File: config.mk
export PLATFORM = sky130hd
export DESIGN_NAME = fir_convolution_input_side_top
export DESIGN_NICKNAME = d
export VERILOG_FILES = /design/src/rtl/fcis_pkg.sv /design/src/rtl/fcis_ram.sv /design/src/rtl/fcis_datapath.sv /design/src/rtl/fcis_ctrl.sv /design/src/rtl/fir_convolution_input_side_top.sv
export SDC_FILE = /design/constraint.sdc
export NUM_CORES = 2
export LEC_CHECK = 0
export ABC_AREA = 1
export BUFFER_PORTS_ARGS = -buffer_cell sky130_fd_sc_hd__buf_2
export CAP_MARGIN = 10
export CELL_PAD_IN_SITES_DETAIL_PLACEMENT = 1
export CELL_PAD_IN_SITES_GLOBAL_PLACEMENT = 1
export CORE_UTILIZATION = 49
export DETAILED_ROUTE_END_ITERATION = 8
export GPL_TIMING_DRIVEN = 0
export PLACE_DENSITY = 0.9
export SLEW_MARGIN = 20
export SYNTH_ARGS = -nofsm -noshare
export SYNTH_HDL_FRONTEND = slang
export SYNTH_SLANG_ARGS = --single-unit
File: constraint.sdc
create_clock -name clk -period 6.46 [get_ports clk]
set_input_delay 0.969 -clock clk [delete_from_list [all_inputs] [get_ports clk]]
set_output_delay 0.969 -clock clk [all_outputs]
set_load 0.02 [all_outputs]
File: src/rtl/fcis_pkg.sv
// Shared types and constants for the input-side FIR convolution block.
`default_nettype none

package fcis_pkg;

	localparam int MAX_TAPS_DEF = 16;
	localparam int SAMPLE_W = 16;
	localparam int PROD_W = 32;
	localparam int SUM_W = 40;
	localparam int TAP_COUNT_W = 5;
	localparam int CNT_XW = 7;
	localparam int ADDR_W = 3;
	localparam int DATA_W = 32;

	localparam logic [ADDR_W-1:0] ADDR_TAP_COUNT = 3'd0;
	localparam logic [TAP_COUNT_W-1:0] TAP_COUNT_RESET = 5'd1;

	localparam logic OP_LOAD = 1'b0;
	localparam logic OP_SAMPLE = 1'b1;

	typedef struct packed {
		logic opcode;
		logic [3:0] tap_index;
		logic signed [SAMPLE_W-1:0] value;
		logic last_sample;
	} in_word_t;

	typedef struct packed {
		logic signed [SUM_W-1:0] out_value;
		logic out_last;
	} out_word_t;

	typedef struct packed {
		logic load_we;
		logic capture;
		logic rd_en;
		logic rot_en;
		logic rot_add;
		logic emit;
		logic emit_last;
		logic clear;
	} dp_cmd_t;

	typedef struct packed {
		logic out_ready;
	} dp_sts_t;

	typedef enum logic [3:0] {
		ST_IDLE  = 4'b0001,
		ST_ACC   = 4'b0010,
		ST_EMIT  = 4'b0100,
		ST_FLUSH = 4'b1000
	} state_t;

endpackage

`default_nettype wire

File: src/rtl/fcis_ram.sv
// Generic single-port RAM with registered read data.
`default_nettype none

module fcis_ram #(
	parameter int WIDTH = 16,
	parameter int DEPTH = 16,
	parameter int AW = (DEPTH > 1) ? $clog2(DEPTH) : 1
) (
	input  wire logic             clk,
	input  wire logic             we,
	input  wire logic             re,
	input  wire logic [AW-1:0]    addr,
	input  wire logic [WIDTH-1:0] wdata,
	output logic      [WIDTH-1:0] rdata
);

	logic [WIDTH-1:0] mem_q [DEPTH];

	always_ff @(posedge clk) begin
		if (we) begin
			mem_q[addr] <= wdata;
		end
		if (re) begin
			rdata <= mem_q[addr];
		end
	end

endmodule

`default_nettype wire

File: src/rtl/fcis_datapath.sv
// Datapath: tap RAM, multiplier, rotating row of partial sums and output register.
`default_nettype none

module fcis_datapath #(
	parameter int MAX_TAPS = fcis_pkg::MAX_TAPS_DEF,
	parameter int AW = (MAX_TAPS > 1) ? $clog2(MAX_TAPS) : 1
) (
	input  wire logic                clk,
	input  wire logic                arst_n,
	input  wire fcis_pkg::dp_cmd_t   cmd,
	input  wire logic [AW-1:0]       addr,
	input  wire fcis_pkg::in_word_t  in_word,
	output fcis_pkg::dp_sts_t        sts,
	output logic                     out_valid,
	input  wire logic                out_stall,
	output fcis_pkg::out_word_t      out_word
);
	import fcis_pkg::*;

	logic [SAMPLE_W-1:0] coef;
	logic signed [SAMPLE_W-1:0] sample_q;
	logic signed [PROD_W-1:0] prod_s2;
	logic signed [SUM_W-1:0] row_q [MAX_TAPS];
	logic signed [SUM_W-1:0] addend;
	logic signed [SUM_W-1:0] head_sum;
	logic out_valid_q;
	out_word_t out_q;

	fcis_ram #(
		.WIDTH(SAMPLE_W),
		.DEPTH(MAX_TAPS),
		.AW(AW)
	) u_tap_ram (
		.clk(clk),
		.we(cmd.load_we),
		.re(cmd.rd_en),
		.addr(addr),
		.wdata(in_word.value),
		.rdata(coef)
	);

	always_ff @(posedge clk) begin
		if (cmd.capture) begin
			sample_q <= in_word.value;
		end
		prod_s2 <= sample_q * $signed(coef);
	end

	always_comb begin
		addend = cmd.rot_add ? {{(SUM_W-PROD_W){prod_s2[PROD_W-1]}}, prod_s2} : '0;
		head_sum = row_q[0] + addend;
	end

	always_ff @(posedge clk or negedge arst_n) begin
		if (!arst_n) begin
			for (int i = 0; i < MAX_TAPS; i++) begin
				row_q[i] <= '0;
			end
		end else if (cmd.clear) begin
			for (int i = 0; i < MAX_TAPS; i++) begin
				row_q[i] <= '0;
			end
		end else if (cmd.rot_en) begin
			for (int i = 0; i < MAX_TAPS - 1; i++) begin
				row_q[i] <= row_q[i+1];
			end
			row_q[MAX_TAPS-1] <= head_sum;
		end else if (cmd.emit) begin
			for (int i = 0; i < MAX_TAPS - 1; i++) begin
				row_q[i] <= row_q[i+1];
			end
			row_q[MAX_TAPS-1] <= '0;
		end
	end

	always_ff @(posedge clk or negedge arst_n) begin
		if (!arst_n) begin
			out_valid_q <= 1'b0;
		end else if (cmd.emit) begin
			out_valid_q <= 1'b1;
		end else if (!out_stall) begin
			out_valid_q <= 1'b0;
		end
	end

	always_ff @(posedge clk) begin
		if (cmd.emit) begin
			out_q.out_value <= row_q[0];
			out_q.out_last <= cmd.emit_last;
		end
	end

	assign sts.out_ready = !out_valid_q || !out_stall;
	assign out_valid = out_valid_q;
	assign out_word = out_q;

endmodule

`default_nettype wire

File: src/rtl/fcis_ctrl.sv
// Controller: sequences tap reads, row rotation, result emission and tail flush.
`default_nettype none

module fcis_ctrl #(
	parameter int MAX_TAPS = fcis_pkg::MAX_TAPS_DEF,
	parameter int AW = (MAX_TAPS > 1) ? $clog2(MAX_TAPS) : 1
) (
	input  wire logic                                clk,
	input  wire logic                                arst_n,
	input  wire logic                                in_valid,
	output logic                                     in_stall,
	input  wire fcis_pkg::in_word_t                  in_word,
	input  wire logic [fcis_pkg::TAP_COUNT_W-1:0]    tap_count,
	input  wire fcis_pkg::dp_sts_t                   sts,
	output fcis_pkg::dp_cmd_t                        cmd,
	output logic [AW-1:0]                            addr
);
	import fcis_pkg::*;

	localparam int CW = $clog2(MAX_TAPS + 1);
	localparam int SW = $clog2(MAX_TAPS + 2);
	localparam int XW = (AW > 4) ? AW : 4;

	state_t state_q, state_d;
	logic [CW-1:0] count_q, count_d;
	logic [SW-1:0] step_q, step_d;
	logic last_q, last_d;
	logic accept;
	logic [CNT_XW-1:0] tc_ext;
	logic [CNT_XW-1:0] idx_ext;
	logic [CW-1:0] active;
	logic [SW-1:0] tap;
	logic [XW-1:0] load_addr;
	logic flush_done;

	assign accept = in_valid && !in_stall;
	assign in_stall = (state_q != ST_IDLE);
	assign tc_ext = CNT_XW'(tap_count);
	assign idx_ext = CNT_XW'(in_word.tap_index);
	assign load_addr = XW'(in_word.tap_index);
	assign tap = step_q - SW'(2);
	assign flush_done = ((step_q + SW'(1)) == SW'(count_q));

	always_comb begin
		if (tc_ext == '0) begin
			active = CW'(1);
		end else if (tc_ext > CNT_XW'(MAX_TAPS)) begin
			active = CW'(MAX_TAPS);
		end else begin
			active = CW'(tap_count);
		end
	end

	always_comb begin
		state_d = state_q;
		count_d = count_q;
		step_d = step_q;
		last_d = last_q;
		cmd = '0;
		addr = load_addr[AW-1:0];
		unique case (state_q)
			ST_IDLE: begin
				if (accept && in_word.opcode == OP_LOAD) begin
					cmd.load_we = (idx_ext < CNT_XW'(MAX_TAPS));
				end
				if (accept && in_word.opcode == OP_SAMPLE) begin
					cmd.capture = 1'b1;
					count_d = active;
					last_d = in_word.last_sample;
					step_d = '0;
					state_d = ST_ACC;
				end
			end
			ST_ACC: begin
				addr = step_q[AW-1:0];
				cmd.rd_en = (step_q < SW'(MAX_TAPS));
				cmd.rot_en = (step_q >= SW'(2));
				cmd.rot_add = cmd.rot_en && (tap < SW'(count_q));
				step_d = step_q + SW'(1);
				if (step_q == SW'(MAX_TAPS + 1)) begin
					state_d = ST_EMIT;
				end
			end
			ST_EMIT: begin
				if (sts.out_ready) begin
					cmd.emit = 1'b1;
					cmd.emit_last = last_q && (count_q == CW'(1));
					cmd.clear = cmd.emit_last;
					step_d = SW'(1);
					if (last_q && count_q != CW'(1)) begin
						state_d = ST_FLUSH;
					end else begin
						state_d = ST_IDLE;
					end
				end
			end
			ST_FLUSH: begin
				if (sts.out_ready) begin
					cmd.emit = 1'b1;
					cmd.emit_last = flush_done;
					cmd.clear = flush_done;
					step_d = step_q + SW'(1);
					if (flush_done) begin
						state_d = ST_IDLE;
					end
				end
			end
			default: begin
				state_d = ST_IDLE;
			end
		endcase
	end

	always_ff @(posedge clk or negedge arst_n) begin
		if (!arst_n) begin
			state_q <= ST_IDLE;
			count_q <= CW'(1);
			step_q <= '0;
			last_q <= 1'b0;
		end else begin
			state_q <= state_d;
			count_q <= count_d;
			step_q <= step_d;
			last_q <= last_d;
		end
	end

	a_emit_ready: assert property (@(posedge clk) disable iff (!arst_n)
		cmd.emit |-> sts.out_ready)
		else $error("result emitted while output register is occupied");

	a_sample_starts: assert property (@(posedge clk) disable iff (!arst_n)
		(accept && in_word.opcode == OP_SAMPLE) |=> (state_q == ST_ACC))
		else $error("accepted sample did not start accumulation");

	a_flush_last: assert property (@(posedge clk) disable iff (!arst_n)
		(state_q == ST_FLUSH) |-> last_q)
		else $error("tail flush without a final sample");

	a_clear_on_emit: assert property (@(posedge clk) disable iff (!arst_n)
		cmd.clear |-> (cmd.emit && cmd.emit_last))
		else $error("row cleared outside the final result");

endmodule

`default_nettype wire

File: src/rtl/fir_convolution_input_side_top.sv
// Top level of the input-side FIR convolution block with its register port.
//
// Input words arrive on in_valid/in_stall/in_word. A load word writes one
// Q1.15 coefficient into the tap RAM and leaves the controller idle. A sample
// word is multiplied by every tap while a row of MAX_TAPS partial sums rotates
// once through the adder, one tap per cycle behind a RAM read and a multiplier
// stage; only the active taps add their products. The input stays stalled
// until the controller is idle again. The finished sum then goes to the
// output register. A sample marked last also flushes tail sums, one per
// cycle unless the output stalls, as many as tap_count - 1 with tap_count
// held to 1..MAX_TAPS; the final one carries out_last; the row is then cleared.
// While the receiver holds out_stall the result waits in the output register
// and the next result cannot leave the row, so the block stops there; a new
// input word is still taken whenever the controller is idle.
// Reset clears the partial sums and the output valid flag and sets tap_count to 1.
// Coefficients are not reset and must be loaded before use. Register
// tap_count lies at address 0 of the register port; the user must write it
// only while the block is idle, which the block itself does not enforce.
`default_nettype none

module fir_convolution_input_side_top #(
	parameter int MAX_TAPS = fcis_pkg::MAX_TAPS_DEF
) (
	input  wire logic                          clk,
	input  wire logic                          arst_n,
	input  wire logic                          in_valid,
	output logic                               in_stall,
	input  wire fcis_pkg::in_word_t            in_word,
	output logic                               out_valid,
	input  wire logic                          out_stall,
	output fcis_pkg::out_word_t                out_word,
	input  wire logic                          psel,
	input  wire logic                          penable,
	input  wire logic                          pwrite,
	input  wire logic [fcis_pkg::ADDR_W-1:0]   paddr,
	input  wire logic [fcis_pkg::DATA_W-1:0]   pwdata,
	output logic      [fcis_pkg::DATA_W-1:0]   prdata,
	output logic                               pready
);
	import fcis_pkg::*;

	localparam int AW = (MAX_TAPS > 1) ? $clog2(MAX_TAPS) : 1;

	logic [TAP_COUNT_W-1:0] tap_count_q;
	dp_cmd_t cmd;
	dp_sts_t sts;
	logic [AW-1:0] addr;

	always_ff @(posedge clk or negedge arst_n) begin
		if (!arst_n) begin
			tap_count_q <= TAP_COUNT_RESET;
		end else if (psel && penable && pwrite && pready && paddr == ADDR_TAP_COUNT) begin
			tap_count_q <= pwdata[TAP_COUNT_W-1:0];
		end
	end

	assign pready = 1'b1;
	assign prdata = (paddr == ADDR_TAP_COUNT) ? DATA_W'(tap_count_q) : '0;

	fcis_ctrl #(
		.MAX_TAPS(MAX_TAPS),
		.AW(AW)
	) u_ctrl (
		.clk(clk),
		.arst_n(arst_n),
		.in_valid(in_valid),
		.in_stall(in_stall),
		.in_word(in_word),
		.tap_count(tap_count_q),
		.sts(sts),
		.cmd(cmd),
		.addr(addr)
	);

	fcis_datapath #(
		.MAX_TAPS(MAX_TAPS),
		.AW(AW)
	) u_datapath (
		.clk(clk),
		.arst_n(arst_n),
		.cmd(cmd),
		.addr(addr),
		.in_word(in_word),
		.sts(sts),
		.out_valid(out_valid),
		.out_stall(out_stall),
		.out_word(out_word)
	);

endmodule

`default_nettype wire
==> metrics.md <==
| Metric | Value |
|---|---|
| Status | completed |
| Share of cells above drive strength 1 | 0.0842 |
| Number of DRC markers in iteration 0 | 3855 |
| Max Freq | about 0.16 GHz |
| #FFs+latches synth | 1022 |
| Max stage delay on crit path | around 650 ps |
| Area occupied by multi-input gates | 22500 um2 |
| Drc violations | 0 |
| Syn_area_per_cell | about 8.8 um2 |
| Most frequent cells in the layout | nand2_1, inv_1, dfrtp_1 |
| Worst-case reg-to-reg path depth | 19 |
| Minimum clock period after layout | approximately 6400 ps |
| Main synth FF type | dfrtp_1 |
| Hold buffers post-CTS | 0 |
| Total track usage | 0.343 |
| First-pass GRT wire length | about 290000 um |
| Hold/Removal Path Class | primary input to asynchronous set/reset pin |
| CP Max Fanout | 10 |
| Initial antenna violation count | 2 |
| Gr ovfl total | 0 |
| Yosys warns | 0 |
| Hold WS | ~280 ps |
| Metal2 WL | 97100 um |
| CP arrival | approximately 7000 ps |
| DIE HEIGHT | between 300 and 400 um |
| Reg2Reg Setup Slack | around 38 ps |
| Wirelength, routed | around 190000 um |
| Routed Antenna Nets | 0 |
| Startpoint Class | register |
| Worst setup EP type | register |
| Post-layout instance area | 60500 um2 |
| DPL Wire Length | 135000 um |
| Vias per Instance | 5.78 |
| Final worst-path cycle share | 0.994 |
| Critical Path RT | 7080 ps |
| # rows | around 120 |
| Synthesized area | around 54000 um2 |
| I/O Pins | 140 |
| CP delay by family, top | adder cells |
| Crit path cell chain | clkbuf_2, nand2_1, fa_1, inv_1, fa_1, inv_1, fa_1, fa_1, inv_1, fa_1, fa_1, ha_1, a21oi_1, o21ai_0, a21oi_1, o21ai_0, nor2_2, nand3_1, nand2_2 |
| Slew headroom | 0.264 |
| # fillers | approximately 13000 |
| Crit Path Category | register to register |
| Gpl congestion | about 0.95 |
| Setup Skew | between 40 and 50 ps |
| Ys async rst share | 0.647 |
| FF/Latch Area | 27100 um2 |
| Clock buffer depth | 3 |
| Max-slew violations | 0 |
| Largest net degree at the start of global routing | roughly 110 |
| Via Count | roughly 46000 |
| Synth-to-Final Area Change | 12.1% |
| Worst path bufs/invs | 4 |
| Met1 wire length | around 70000 um |
| Final setup fails | 0 |
| Port Buffers | 84 |
| Routed WL per cell | 24.5 um |
| CTS tree | yes |
| Starting Density | 0.495 |
| WL met3 | around 13000 um |
| Reg-to-reg endpoint | u_datapath.prod_s2[31]$_DFF_P_ |
| Slowest-stage cell, CP | fa_1 |
| CTS root buf | clkbuf_16 |
| Num CTS Buffers | approximately 100 |
| Most used cell, CP | fa_1 |
| Worst-skew pair later-pin latency | approximately 740 ps |
| Cell Area, Placed | approximately 57000 um2 |
| Die X-Extent | approximately 330 um |
| Max cap viols | 0 |
| Final Util | 0.555 |
| Die area | approximately 110000 um2 |
| Fin Setup TNS | 0 ps |
| Post-synth EDFFs | roughly 330 |
| R2r startpoint | u_datapath.sample_q[15]$_DFFE_PP_ |
| Fin nets | just under 7000 |
| CTS H-tree depth | 3 |
| Cells after synthesis | 6132 |
| Sequential fraction of the synthesis area | 0.501 |
| DR pass1 iterations | 6 |
| Core area | approximately 110000 um2 |
| Yosys cell types | 45 |
| Commonest non-fill, non-tap cell in the layout | nand2_1 |
| Top sig layer | met4 |
| Vias in the first global route | 49856 |
| Slew @ Worst Pin | between 1000 and 1500 ps |
| Clock slew at reported path FFs | around 70 ps |
| Final hold vios | 0 |
| Clk sinks | approximately 1000 |
## Yosys cell counts, types with 11 or more instances
master    count  share of area
edfxtp_1    329           0.18
o21ai_0     219          0.020
or2_2        13         0.0015
buf_1        25         0.0017
nor2_1      519          0.036
nor3_1      138          0.013
nand4_1     112          0.013
fa_1        263          0.098
nand2_1    1995           0.14
a21oi_1     386          0.036
xnor2_1      21         0.0034
buf_6        11         0.0023
ha_1        131          0.030
buf_2        61         0.0057
buf_4        83          0.012
inv_1       737          0.051
xor2_1       30         0.0049
nand3_1     139          0.013
dfxtp_1      32          0.012
clkbuf_1    173          0.012
dfrtp_1     658           0.31
## repair_timing
item,CTS,global route
resized for setup,34,18
setup buffers,16,20
pin swaps,1,1
endpoints found under the setup margin,14,5
## area by class of cell
type	count	share of cell area
Multi-Input combinational cell	4041	0.372
Tap cell	1414	0.0292
Clock buffer	138	0.0480
Clock inverter	46	0.00990
Antenna cell	1	0.0000413
Inverter	742	0.0460
Sequential cell	1022	0.447
Buffer	328	0.0289
Timing Repair Buffer	143	0.0189
## routing by layer
metal  global-route usage  vias to the layer above
li1                     -                    19625
met1                0.390                    22922
met2                0.602                     2128
met3               0.0617                      867
met4                0.201                        0
met5                    0                        -
## how the worst max path moves through the flow
| stage | start | end | cells past startpoint |
|---|---|---|---|
| 6_report | u_datapath.sample_q[15]$_DFFE_PP_ | u_datapath.prod_s2[31]$_DFF_P_ | 19 |
| 5_1_grt | u_datapath.sample_q[15]$_DFFE_PP_ | u_datapath.prod_s2[31]$_DFF_P_ | 21 |
| 4_1_cts | u_datapath.sample_q[6]$_DFFE_PP_ | u_datapath.prod_s2[31]$_DFF_P_ | 24 |
| 3_5_place_dp | u_datapath.u_tap_ram.rdata[3]$_DFFE_PP_ | u_datapath.prod_s2[31]$_DFF_P_ | 21 |
| 3_3_place_gp | arst_n | u_datapath.row_q[607]$_DFFE_PN0P_ | 1 |
| 2_1_floorplan | u_datapath.sample_q[15]$_DFFE_PP_ | u_datapath.prod_s2[31]$_DFF_P_ | 21 |
## per-stage QoR
step,setup slack [ps],instances
after floorplan,1060,6158
after global placement,-9120,7656
after detailed placement,-678,7679
after CTS,2.36,7855
after global routing,-127,7874
final,37.6,7875
## cell families (layout without fill, tap and decap cells)
logic type | count (synthesis) | after routing | synth area share
XOR/XNOR | 51 | 51 | 0.00827
other | 2 | 29 | 0.000139
adder cells (fa/ha/maj) | 394 | 394 | 0.128
buffers and inverters | 1095 | 1397 | 0.0849
AND/OR/NAND/NOR | 2934 | 2934 | 0.217
flip-flops | 1022 | 1022 | 0.501
AO/OA/AOI/OAI | 634 | 634 | 0.0600
## flip-flops by register name (all words and copies together), names as in the netlist
signal                      count
u_datapath.u_tap_ram.rdata     16
u_ctrl.state_q                  4
u_datapath.out_valid            1
u_ctrl.step_q                   5
u_datapath.sample_q            16
u_datapath.out_word            41
u_datapath.prod_s2             32
u_ctrl.count_q                  5
u_datapath.u_tap_ram.mem_q    256
tap_count_q                     5
u_ctrl.last_q                   1
u_datapath.row_q              640
Power is not shown: default switching activity piles up to over one toggle a cycle in this logic, so the estimate is an artifact.
